`src/fqse_pkg.sv`:
```
// Shared types and constants for the FASTQ sequence extractor.
package fqse_pkg;

   localparam int MAX_READ_LEN = 65536;
   localparam int LEN_W        = $clog2(MAX_READ_LEN + 1);

   localparam logic [7:0] CHAR_AT   = 8'h40;
   localparam logic [7:0] CHAR_PLUS = 8'h2B;
   localparam logic [7:0] CHAR_NL   = 8'h0A;

   typedef enum logic [2:0] {
      PH_START  = 3'd0,
      PH_HEADER = 3'd1,
      PH_SEQ    = 3'd2,
      PH_PLUS   = 3'd3,
      PH_PLUSNL = 3'd4,
      PH_QUAL   = 3'd5,
      PH_QUALNL = 3'd6
   } phase_type;

   typedef enum logic [2:0] {
      ERR_NONE  = 3'd0,
      ERR_AT    = 3'd1,
      ERR_PLUS  = 3'd2,
      ERR_LONG  = 3'd3,
      ERR_TRUNC = 3'd4
   } err_type;

   // One result transaction as it leaves the parser.
   typedef struct packed {
      logic       produce;
      logic [7:0] out_byte;
      logic       has_byte;
      err_type    error_code;
      logic       stream_end;
   } result_type;

endpackage

```
`src/fqse_parse.sv`:
```
// Record parser: phase, length counter and sticky error for one byte per step.
module fqse_parse (
   input  logic                clock,
   input  logic                reset,
   input  logic                step_en,
   input  logic [7:0]          in_byte,
   input  logic                last_byte,
   output fqse_pkg::result_type result
);
   import fqse_pkg::*;

   phase_type        phase_ff, phase_in, phase_nx;
   logic [LEN_W-1:0] len_ff, len_in, len_nx, len_dec;
   err_type          err_ff, err_in, err_raise, err_after;
   logic             emit;

   assign len_dec = (len_ff != '0) ? len_ff - LEN_W'(1) : len_ff;

   // Next phase and length for one byte; an error leaves both unchanged.
   always_comb begin
      phase_nx = phase_ff;
      len_nx   = len_ff;
      if (err_ff == ERR_NONE) begin
         unique case (phase_ff)
            PH_START: begin
               if (in_byte == CHAR_AT) phase_nx = PH_HEADER;
            end
            PH_HEADER: begin
               if (in_byte == CHAR_NL) begin
                  phase_nx = PH_SEQ;
                  len_nx   = '0;
               end
            end
            PH_SEQ: begin
               if (in_byte == CHAR_NL)                    phase_nx = PH_PLUS;
               else if (len_ff < LEN_W'(MAX_READ_LEN))    len_nx   = len_ff + LEN_W'(1);
            end
            PH_PLUS: begin
               if (in_byte == CHAR_PLUS) phase_nx = PH_PLUSNL;
            end
            PH_PLUSNL: begin
               if (in_byte == CHAR_NL) begin
                  if (len_ff == '0) phase_nx = PH_QUALNL;
                  else              phase_nx = PH_QUAL;
               end
            end
            PH_QUAL: begin
               len_nx = len_dec;
               if (len_dec == '0) phase_nx = PH_QUALNL;
            end
            default: begin
               phase_nx = PH_START;
               len_nx   = '0;
            end
         endcase
      end
   end

   // Per-byte outputs: extracted byte and newly raised error.
   always_comb begin
      err_raise = ERR_NONE;
      emit      = 1'b0;
      if (err_ff == ERR_NONE) begin
         unique case (phase_ff)
            PH_START: begin
               if (in_byte != CHAR_AT) err_raise = ERR_AT;
            end
            PH_SEQ: begin
               if (in_byte == CHAR_NL || len_ff < LEN_W'(MAX_READ_LEN)) emit = 1'b1;
               else                                                      err_raise = ERR_LONG;
            end
            PH_PLUS: begin
               if (in_byte != CHAR_PLUS) err_raise = ERR_PLUS;
            end
            PH_PLUSNL: begin
               if (in_byte != CHAR_NL) err_raise = ERR_PLUS;
            end
            default: ;
         endcase
         if (err_raise == ERR_NONE && last_byte && phase_nx != PH_START)
            err_raise = ERR_TRUNC;
      end
   end

   assign err_after = (err_raise != ERR_NONE) ? err_raise : err_ff;

   // Next state: end of file returns everything to its reset value.
   always_comb begin
      if (last_byte) begin
         phase_in = PH_START;
         len_in   = '0;
         err_in   = ERR_NONE;
      end else begin
         phase_in = phase_nx;
         len_in   = len_nx;
         err_in   = err_after;
      end
   end

   // Result for this byte.
   always_comb begin
      result.produce    = emit || (err_raise != ERR_NONE) || last_byte;
      result.out_byte   = emit ? in_byte : 8'h00;
      result.has_byte   = emit;
      result.error_code = err_after;
      result.stream_end = last_byte;
   end

   always_ff @(posedge clock) begin
      if (reset) begin
         phase_ff <= PH_START;
         len_ff   <= '0;
         err_ff   <= ERR_NONE;
      end else if (step_en) begin
         phase_ff <= phase_in;
         len_ff   <= len_in;
         err_ff   <= err_in;
      end
   end

endmodule

```
`src/fqse_out.sv`:
```
// Result register toward the output stream.
module fqse_out (
   input  logic                 clock,
   input  logic                 reset,
   input  logic                 load,
   input  fqse_pkg::result_type result,
   output logic                 can_load,
   output logic                 rsp_tvalid,
   input  logic                 rsp_tready,
   output logic [15:0]          rsp_tdata,
   output logic                 rsp_tuser,
   output logic                 rsp_tlast
);
   import fqse_pkg::*;

   logic       valid_ff, valid_in;
   result_type data_ff;

   assign can_load = !valid_ff || rsp_tready;
   assign valid_in = load || (valid_ff && !rsp_tready);

   always_ff @(posedge clock) begin
      if (reset) valid_ff <= 1'b0;
      else       valid_ff <= valid_in;
   end

   always_ff @(posedge clock) begin
      if (load) data_ff <= result;
   end

   assign rsp_tvalid = valid_ff;
   assign rsp_tdata  = {5'b0, data_ff.error_code, data_ff.out_byte};
   assign rsp_tuser  = data_ff.has_byte;
   assign rsp_tlast  = data_ff.stream_end;

endmodule

```
`src/fastq_sequence_extractor.sv`:
```
// Top level of the FASTQ sequence extractor: input register, parser, result register.
//
// Takes a FASTQ file one byte per transaction and returns each record's
// sequence line including its newline; header and quality lines are dropped.
// One byte is taken every clock cycle when the output keeps up; an accepted
// byte waits in the input register, and its result is loaded into the
// result register once that register has room (input register, then result
// register). Bytes that give no result still pass through the parser at
// one per cycle. A result transaction is also returned when an
// error is first latched and for the byte marked tlast, which closes the file
// and returns the parser to its reset state so another file may follow. Errors
// are sticky until end of file: 1 missing '@', 2 bad '+' line, 3 read longer
// than MAX_READ_LEN, 4 record cut off by end of file. No clearing pass is
// needed after reset.
module fastq_sequence_extractor (
   input  logic        clock,
   input  logic        reset,
   // input stream
   input  logic        req_tvalid,
   output logic        req_tready,
   input  logic [7:0]  req_tdata,   // [7:0] in_byte
   input  logic        req_tlast,   // last_byte
   // result stream
   output logic        rsp_tvalid,
   input  logic        rsp_tready,
   output logic [15:0] rsp_tdata,   // [7:0] out_byte, [10:8] error_code, rest zero
   output logic        rsp_tuser,   // has_byte
   output logic        rsp_tlast    // stream_end
);
   import fqse_pkg::*;

   logic       in_valid_ff, in_valid_in;
   logic [7:0] in_byte_ff;
   logic       in_last_ff;
   logic       step_en, can_load;
   result_type result;

   // A held byte moves on when it makes no result or the result register has room.
   assign step_en     = in_valid_ff && (!result.produce || can_load);
   assign req_tready  = !in_valid_ff || step_en;
   assign in_valid_in = (req_tvalid && req_tready) || (in_valid_ff && !step_en);

   always_ff @(posedge clock) begin
      if (reset) in_valid_ff <= 1'b0;
      else       in_valid_ff <= in_valid_in;
   end

   always_ff @(posedge clock) begin
      if (req_tvalid && req_tready) begin
         in_byte_ff <= req_tdata;
         in_last_ff <= req_tlast;
      end
   end

   fqse_parse u_parse (
      .clock     (clock),
      .reset     (reset),
      .step_en   (step_en),
      .in_byte   (in_byte_ff),
      .last_byte (in_last_ff),
      .result    (result)
   );

   fqse_out u_out (
      .clock      (clock),
      .reset      (reset),
      .load       (step_en && result.produce),
      .result     (result),
      .can_load   (can_load),
      .rsp_tvalid (rsp_tvalid),
      .rsp_tready (rsp_tready),
      .rsp_tdata  (rsp_tdata),
      .rsp_tuser  (rsp_tuser),
      .rsp_tlast  (rsp_tlast)
   );

endmodule

```
`config.mk`:
```
export PLATFORM = sky130hd
export DESIGN_NAME = fastq_sequence_extractor
export DESIGN_NICKNAME = d
export VERILOG_FILES = /design/src/fqse_pkg.sv /design/src/fqse_parse.sv /design/src/fqse_out.sv /design/src/fastq_sequence_extractor.sv
export SDC_FILE = /design/constraint.sdc
export NUM_CORES = 1
export LEC_CHECK = 0
export BUFFER_PORTS_ARGS = -buffer_cell sky130_fd_sc_hd__buf_2
export CAP_MARGIN = 5
export CORE_UTILIZATION = 35
export DETAILED_ROUTE_END_ITERATION = 8
export GPL_ROUTABILITY_DRIVEN = 0
export HOLD_SLACK_MARGIN = 0.12
export RECOVER_POWER = 50
export SYNTH_ARGS = -nofsm -noshare
export SYNTH_HDL_FRONTEND = slang
export SYNTH_HIERARCHICAL = 1
export SYNTH_SLANG_ARGS = --single-unit
```
`constraint.sdc`:
```
create_clock -name clock -period 4.6 [get_ports clock]
set_clock_uncertainty 0.15 [all_clocks]
set_input_delay 0.69 -clock clock [delete_from_list [all_inputs] [get_ports clock]]
set_output_delay 0.69 -clock clock [all_outputs]
set_load 0.05 [all_outputs]
```
### Word level (Yosys, flattened, before mapping)

Cells that the tools add are included.

| storage, ports and cells | value |
|---|---|
| flip-flop bits (word level) | 47 |
| bits in latches | 0 |
| bits in writable memories | 0 |
| memory bits (read-only) | 0 |
| input port bits | 13 |
| output and inout bits | 20 |
| word-level logic and storage cells | 90 |
| memories | 0 |

| operators by class | value |
|---|---|
| $add $sub $neg | 2 |
| multiply operators | 0 |
| divide/modulo/power cells | 0 |
| magnitude comparators | 1 |
| eq/ne operators | 15 |
| shift operators | 0 |
| muxes and demuxes | 30 |
| bitwise gates (word level) | 0 |
| reductions and logical operators | 31 |

Operators by type and width:

| operator | count |
|---|---|
| 17-bit two-way mux | 6 |
| 17-bit case mux with 4 select lines | 1 |
| 3-bit two-way mux | 13 |
| 17-bit logical NOT | 2 |
| 3-bit case mux with 6 select lines | 1 |
| 17-bit by 1-bit adder with 17-bit output (second input constant) | 1 |
| 17-bit < comparator (second input constant) | 1 |
| 17-bit nonzero test | 1 |
| 17-bit by 1-bit subtractor with 17-bit output (second input constant) | 1 |
| 3-bit case mux with 4 select lines | 1 |
| 3-bit logical NOT | 3 |
| 8-bit by 4-bit == test with 1-bit output (second input constant) | 1 |
| 8-bit by 6-bit == test with 1-bit output (second input constant) | 1 |
| 8-bit by 7-bit == test with 1-bit output (second input constant) | 1 |
| 1-bit logical OR | 8 |
| 2-bit two-way mux | 4 |
| 8-bit by 4-bit inequality test with 1-bit output (second input constant) | 1 |
| 8-bit by 6-bit inequality test with 1-bit output (second input constant) | 1 |
| 8-bit by 7-bit inequality test with 1-bit output (second input constant) | 1 |
| 1-bit logical AND | 7 |
| 3-bit by 2-bit == test with 1-bit output (second input constant) | 2 |
| 3-bit == test (second input constant) | 2 |
| 3-bit by 2-bit inequality test with 1-bit output (second input constant) | 2 |
| 6-bit AND reduction | 1 |
| other kinds (8) | 16 |

### Longest topological paths before layout

Gate-level depths: netlist (run 1).

| depth | value |
|---|---|
| word-level depth | 19 |
| mapped depth | 15 |
| depth with buffers taken out | 13 |

### Cells and area by module

The synthesis (run 1) kept the hierarchy.

Modules (own cells, without submodules):

| module | instances | cells an instance | area each (um^2) | sequential area each (um^2) |
|---|---|---|---|---|
| fqse_parse | 1 | 325 | 2403.6 | 460.4 |
| fqse_out | 1 | 23 | 478.0 | 410.4 |
| fastq_sequence_extractor | 1 | 17 | 350.3 | 290.3 |

### Worst setup path after synthesis (run 1)

OpenSTA, ideal clock, no wires.

| timing | value |
|---|---|
| path type | register to register |
| from | reg u_parse.phase_ff[2] |
| to | reg u_parse.len_ff[14] |
| library setup time | 0.095 ns |
| data arrival time | 3.547 ns |
| data required time | 4.355 ns |
| path slack | 0.808 ns |
| cell stages (with the launch flop) | 16 |
| path buffers | 4 |
| period minus slack after synthesis | 3.792 ns |
| path through | dfxtp_1 clkbuf_1 nor2b_1 and2_1 buf_2 and3_1 clkbuf_1 or3_1 a21boi_0 buf_2 inv_1 or3_1 a2111oi_4 nand2_1 a211o_1 o311ai_1 |

RTL lines:

| what | line | text |
|---|---|---|
| start: declaration | fqse_parse.sv:12 | `phase_type phase_ff, phase_in, phase_nx;` |
| start signal: assignment | fqse_parse.sv:115 | `phase_ff <= phase_in;` |
| end signal: assignment | fqse_parse.sv:116 | `len_ff <= len_in;` |
| end: declaration | fqse_parse.sv:13 | `logic [LEN_W-1:0] len_ff, len_in, len_nx, len_dec;` |

==> reports/results.ini, run 1 <==
[sta]
post-route-period-util_pct = 90.8
tightestPinTransition_ps = 1060
final_max_slew_viol_count = 0
max_slew_margin_pct = 29.3
setup_viol = 0
hold_violations = 0
period_needed_ps = 4180
rsz0062_at_grt = false
fin_worst_hold_slack_ps = 369
postLayoutSetupSlackWorst_ps = 424
fmax_ghz = 0.239
finalSetupTns_ps = 0

[global_routing]
grt.overflow.total = 0
grt_usage_pct = 17.6
grt_pass1_wl_mm = 13.7
grt_start_max_net_pins = 19
grt_pass1_vias = 2677
antenna_found_initial = 0

[place]
place_area_um2 = 3350
place_ws_ps = 427
dp_hpwl_mm = 5.90
port_buffers = 27

[flow_run]
cap_violations = 0

[critical_path]
cp-endpoint = u_parse/len_ff[14]$_SDFFE_PP0P_
critical_path_peak_fanout = 9
path_common_cell = or3_1
cp_slowest_cell = or4_1
critPathRequiredTime_ps = 4660
ff2ff_path_depth = 12
rr_endpoint = u_parse/len_ff[14]$_SDFFE_PP0P_
path_cells = or4_1 > nor3_1 > a2111o_1 > a21oi_1 > or3_1 > a21boi_0 > inv_1 > or3_1 > a2111oi_4 > nand2_1 > a211o_1 > o311ai_1
endpoint_kind = flip-flop
start_kind = flip-flop
cp_data_arrival_time_ps = 4240
crit_type = reg -> reg
crit_start = in_byte_ff[0]$_DFFE_PP_
r2r-start = in_byte_ff[0]$_DFFE_PP_
rrSetupSlack_ps = 420
slowest_delay_ps = 580

[layout]
nets = 386
regArea_um2 = 1160
layout-drive-gt1-share_pct = 12.9
diodes = 0
fillers = 900
syn2layout_area_growth_pct = 5.27
fin_area_um2 = 3400
multi_input_area_um2 = 1830

[yosys]
synth_edf_count = 22
yosysTopAreaCell = edfxtp_1
synthMuxAreaShare_pct = 0.929
ys_seq_area_share_pct = 35.9
synth-main-ff-cell = dfxtp_1
yosysWarnings = 6
yosysMostFrequentCell = nand2_1
syn_inst = 365
avgSynthCellArea_um2 = 8.85
synth.top_cell.area_share_pct = 20.4
synth_xor_area_share_pct = 0.542
synth_fa_ha_area_share_pct = 1.16
synth_cell_types = 82
synth_top_cells_by_count = nand2_1, nor2_1, dfxtp_1, a21oi_1, edfxtp_1
synth_compound_area_share_pct = 26.0
async_reset_ff_share_pct = 0
synthTopCellsByArea = edfxtp_1, dfxtp_1, a21oi_1
synth_top_family_by_area = simple AND/OR/NAND/NOR gates
synth-simple-area-share_pct = 27.9
synthesis.area_um2 = 3230
ys_seq_elements = 47

[power_and_ir_drop]
finalPower_uw = 808
ir_worst_vdd_mv = 0.106
p_per_area_nw_per_um2 = 237
power.leakage_nw = 1.09

[drt]
viasPerCell = 6.15
vias = 2945
drt-initial-drc-count = 328
drt_first_pass_iters = 5
detail-route-antenna-nets = 0
wirelength_mm = 8.31
drc = 0
drt-wirelength-per-cell_um = 17.3

[clocking]
cts-resized-gates = 0
cts_setup_buffers = 0
cts_max_level = 2
clock-sinks = 47
clk_pin_slew_ps = 90
clock_path_buffers = 2
numCtsBuffers = 5
clk_latency_ps = 310
ctsHoldBuffers = 0
cts_root_buf = clkbuf_8
cts_tree = yes

[min_path]
holdPathStages = 2
hold_class = reg -> reg

[die]
die_h_um = 98.1
coreArea_um2 = 8850
die_w_um = 98.1
die_area_um2 = 9620
rows = 34
io-pin-count = 33
initial_core_util_pct = 36.5

[run_status]
status = completed

cells in the final DEF, fill, tap and decap left out, drive strengths merged, types with 5 or more instances in the layout:
| cell | synthesis | final |
|---|---|---|
| inv | 13 | 14 |
| or3 | 8 | 8 |
| and2 | 14 | 14 |
| nand2 | 29 | 29 |
| nand3b | 5 | 5 |
| clkbuf | 14 | 21 |
| nor4 | 13 | 13 |
| a31oi | 7 | 7 |
| and3 | 7 | 7 |
| nand4 | 7 | 7 |
| a21oi | 24 | 24 |
| or4 | 6 | 6 |
| dfxtp | 25 | 25 |
| o21a | 5 | 5 |
| nor2 | 27 | 27 |
| buf | 22 | 15 |
| nand3 | 10 | 10 |
| nor3 | 11 | 11 |
| conb | 1 | 5 |
| o21ai | 18 | 18 |
| edfxtp | 22 | 22 |
per-stage QoR:
stage | util, % | std cells
final | 38.4 | 479
after global routing | 38.4 | 479
after CTS | 38.8 | 479
after detailed placement | 37.8 | 471
after global placement | 37.8 | 471
after floorplan | - | 369
cell families (layout without fill, tap and decap cells):
kind of cell | Yosys count | count (layout)
mux | 3 | 3
fa+ha+maj | 3 | 3
xor+xnor | 2 | 2
other cells | 1 | 5
buf+inv | 49 | 51
flops | 47 | 47
compound gates | 109 | 109
simple gates | 151 | 151
registers in the layout, summed over array words and instances (netlist names):
register          count
u_parse/err_ff        3
u_out/rsp_tuser       1
in_byte_ff            8
in_last_ff            1
u_out/rsp_tdata      11
u_parse/len_ff       17
u_out/rsp_tvalid      1
u_parse/phase_ff      3
u_out/rsp_tlast       1
in_valid_ff           1
power breakdown:
group	leakage, nW	internal, mW	switching (mW)
clock network	0.0418	0.110	0.153
logic	0.641	0.0214	0.0648
registers	0.410	0.450	0.00896
cell type report:
type                    instances  area share (%)
clock buffers                   6            2.13
repair buffers                 30            4.08
clock inverters                 2           0.478
well taps                     108            3.97
multi-input cells             273            53.8
flip-flops and latches         47            34.1
inverters                      13            1.43
worst max-delay path: cells and delay by family, from the launching register on:
family	cells	cell delay (ps)
flip-flops	1	470
AO/OA/AOI/OAI	6	1430
buffers and inverters	1	140
AND/OR/NAND/NOR	5	1880
worst min-delay path by stage:
| stage | slack [ps] | to | from |
|---|---|---|---|
| floorplan | 330 | u_parse/err_ff[0]$_SDFFE_PP0P_ | u_parse/err_ff[0]$_SDFFE_PP0P_ |
| global placement | 350 | u_out/rsp_tvalid$_SDFF_PP0_ | u_out/rsp_tvalid$_SDFF_PP0_ |
| detailed placement | 370 | u_out/rsp_tvalid$_SDFF_PP0_ | u_out/rsp_tvalid$_SDFF_PP0_ |
| CTS | 380 | u_out/rsp_tvalid$_SDFF_PP0_ | u_out/rsp_tvalid$_SDFF_PP0_ |
| global route | 390 | in_byte_ff[4]$_DFFE_PP_ | req_tdata[4] |
| finish | 370 | u_out/rsp_tvalid$_SDFF_PP0_ | u_out/rsp_tvalid$_SDFF_PP0_ |
metal layers:
metal / GRT usage [%] / routed length [um] / vias to the layer above
met4: 5.83 / 147 / 0
met1: 24.2 / 3850 / 1419
li1: - / - / 1388
met5: 0 / 0 / -
met3: 2.29 / 433 / 17
met2: 28.4 / 3880 / 121
Power figures use the tool's default switching activity.
==> run 2, diff against run 1 <==
--- a/config.mk
+++ b/config.mk
@@ -11,6 +11,7 @@
 export DETAILED_ROUTE_END_ITERATION = 8
 export GPL_ROUTABILITY_DRIVEN = 0
 export HOLD_SLACK_MARGIN = 0.12
+export PLACE_DENSITY = 0.58
 export RECOVER_POWER = 50
 export SYNTH_ARGS = -nofsm -noshare
 export SYNTH_HDL_FRONTEND = slang
==> run 2 against run 1 <==
Against the previous run:
- the run now ends with design-rule violations left
- sequential power about the same
- maximum frequency decreased by 1.4%
- final area increased by 0.33%
- utilization increased by 0.13 points
- die area unchanged
- sequential share of layout area decreased by 0.11 points
- clock power about the same
- power about the same
- critical path type unchanged
- largest cell class unchanged
- worst hold slack about the same
==> reports/results.ini, run 2 (synthesis gave the netlist of run 1 again) <==
[drt]
wirelength_mm = 8.27  ; was 8.31 mm
drc = 1  ; was 0
drt_first_pass_iters = 8  ; was 5
detail-route-antenna-nets = 0  ; unchanged
viasPerCell = 6.00  ; was 6.15
drt-initial-drc-count = 243  ; was 328
vias = 2881  ; was 2945
drt-wirelength-per-cell_um = 17.2  ; was 17.3 um

[layout]
final_common_cell = nand2_1  ; unchanged
multi_input_area_um2 = 1830  ; unchanged
top_register = u_parse/len_ff  ; unchanged
mostFrequentLayoutCells = nand2_1, nor2_1, dfxtp_1, edfxtp_1, a21oi_1  ; unchanged
largest_reg_flops = 17  ; unchanged
fillers = 922  ; was 900
layout-drive-gt1-share_pct = 13.7  ; was 12.9%
nets = 387  ; was 386
regArea_um2 = 1160  ; unchanged
diodes = 0  ; unchanged
syn2layout_area_growth_pct = 5.61  ; was 5.27%

[place]
port_buffers = 27  ; unchanged
dp_hpwl_mm = 5.81  ; was 5.90 mm

[die]
coreArea_um2 = 8850  ; unchanged
die_area_um2 = 9620  ; unchanged
rows = 34  ; unchanged
initial_core_util_pct = 36.5  ; unchanged
die_w_um = 98.1  ; unchanged
die_h_um = 98.1  ; unchanged
io-pin-count = 33  ; unchanged

[critical_path]
slowest_delay_ps = 600  ; was 580 ps
critical_path_peak_fanout = 9  ; unchanged
critPathTopFamily = simple AND/OR/NAND/NOR gates  ; unchanged
cp-endpoint = u_parse/len_ff[14]$_SDFFE_PP0P_  ; unchanged
r2r-start = in_byte_ff[0]$_DFFE_PP_  ; unchanged
start_kind = flip-flop  ; unchanged
crit_type = reg -> reg  ; unchanged
crit_start = in_byte_ff[0]$_DFFE_PP_  ; unchanged
critPathBufInv = 1  ; unchanged
path_cells = or4_1 > nor3_1 > a2111o_1 > a21oi_1 > or3_1 > a21boi_0 > inv_1 > or3_1 > a2111oi_4 > nand2_1 > a211o_1 > o311ai_1  ; unchanged
path_depth = 12  ; unchanged
endpoint_kind = flip-flop  ; unchanged
cp_slowest_cell = a2111oi_4  ; was or4_1
rr_endpoint = u_parse/len_ff[14]$_SDFFE_PP0P_  ; unchanged
cp_data_arrival_time_ps = 4290  ; was 4240 ps
rrSetupSlack_ps = 370  ; was 420 ps
critPathRequiredTime_ps = 4660  ; about the same
path_common_cell = or3_1  ; unchanged
ff2ff_path_depth = 12  ; unchanged

[clocking]
cts-resized-gates = 0  ; unchanged
cts_max_level = 2  ; unchanged
cts_root_buf = clkbuf_8  ; unchanged
cts_setup_buffers = 0  ; unchanged
clock_path_buffers = 2  ; unchanged
clk_pin_slew_ps = 90  ; about the same
numCtsBuffers = 5  ; unchanged
clk_latency_ps = 300  ; was 310 ps
cts_tree = yes  ; unchanged
ctsHoldBuffers = 0  ; unchanged
clock-sinks = 47  ; unchanged

[sta]
final_max_slew_viol_count = 0  ; unchanged
fmax_ghz = 0.236  ; was 0.239 GHz
period_needed_ps = 4230  ; was 4180 ps
hold_violations = 0  ; unchanged
tightestPinTransition_ps = 832  ; was 1060 ps
post-route-period-util_pct = 92.0  ; was 90.8%
max_slew_margin_pct = 44.0  ; was 29.3%
finalSetupTns_ps = 0  ; unchanged
fin_worst_hold_slack_ps = 369  ; about the same
setup_viol = 0  ; unchanged
rsz0062_at_grt = false  ; unchanged

[run_status]
status = finished, violations left  ; was completed
violations = design-rule violations

[global_routing]
grt.overflow.total = 0  ; unchanged
grt_usage_pct = 17.7  ; was 17.6%
grt_pass1_vias = 2722  ; was 2677
grt_pass1_wl_mm = 13.7  ; unchanged
grt_start_max_net_pins = 19  ; unchanged
antenna_found_initial = 0  ; unchanged

[power_and_ir_drop]
power.leakage_nw = 1.11  ; was 1.09 nW
p_per_area_nw_per_um2 = 237  ; about the same
ir_worst_vdd_mv = 0.107  ; was 0.106 mV
finalPower_uw = 807  ; was 808 uW

[min_path]
hold_class = reg -> reg  ; unchanged

[flow_run]
cap_violations = 0  ; unchanged

## run 2: cell type report
type / instances / area share [%]
Multi-Input combinational cell: 273 / 53.6
Sequential cell: 47 / 34.0
Timing Repair Buffer: 31 / 4.33
Tap cell: 108 / 3.96
Clock buffer: 5 / 2.02
Inverter: 13 / 1.43
Clock inverter: 3 / 0.660
## run 2: where the power goes
group          switching (mW)  total (mW)  internal [mW]
sequential            0.00933       0.460          0.450
clock                   0.152       0.261          0.109
combinational          0.0648      0.0864         0.0215
## run 2: worst min-delay path by stage
stage	startpoint	cells after the start	slack, ps	endpoint
floorplan	u_parse/err_ff[0]$_SDFFE_PP0P_	1	330	u_parse/err_ff[0]$_SDFFE_PP0P_
global placement	u_out/rsp_tvalid$_SDFF_PP0_	2	350	u_out/rsp_tvalid$_SDFF_PP0_
detailed placement	u_parse/err_ff[0]$_SDFFE_PP0P_	1	360	u_parse/err_ff[0]$_SDFFE_PP0P_
CTS	u_out/rsp_tvalid$_SDFF_PP0_	2	380	u_out/rsp_tvalid$_SDFF_PP0_
global route	req_tdata[4]	1	380	in_byte_ff[4]$_DFFE_PP_
finish	u_out/rsp_tvalid$_SDFF_PP0_	2	370	u_out/rsp_tvalid$_SDFF_PP0_
## run 2: routing by layer
metal,GRT usage (%),routed length [um],up-vias
met5,0,0,-
met4,5.59,74,0
met3,2.79,403,4
met2,27.4,3820,90
met1,25.1,3970,1396
li1,-,-,1391
## run 2: per-stage QoR
stage               area [um2]  worst slack, ps  instances  utilization, %
finish                    3410              366        480            38.6
global route              3410             45.0        480            38.6
CTS                       3450              407        480            38.9
detailed placement        3350              423        472            37.9
global placement          3350              502        472            37.9
floorplan                 3250              808        369               -
## run 2: tightest hold or removal path, stage by stage (launching register included)
cell      delay [ps]
dfxtp_1          340
nand2b_4          90
a21oi_2           50
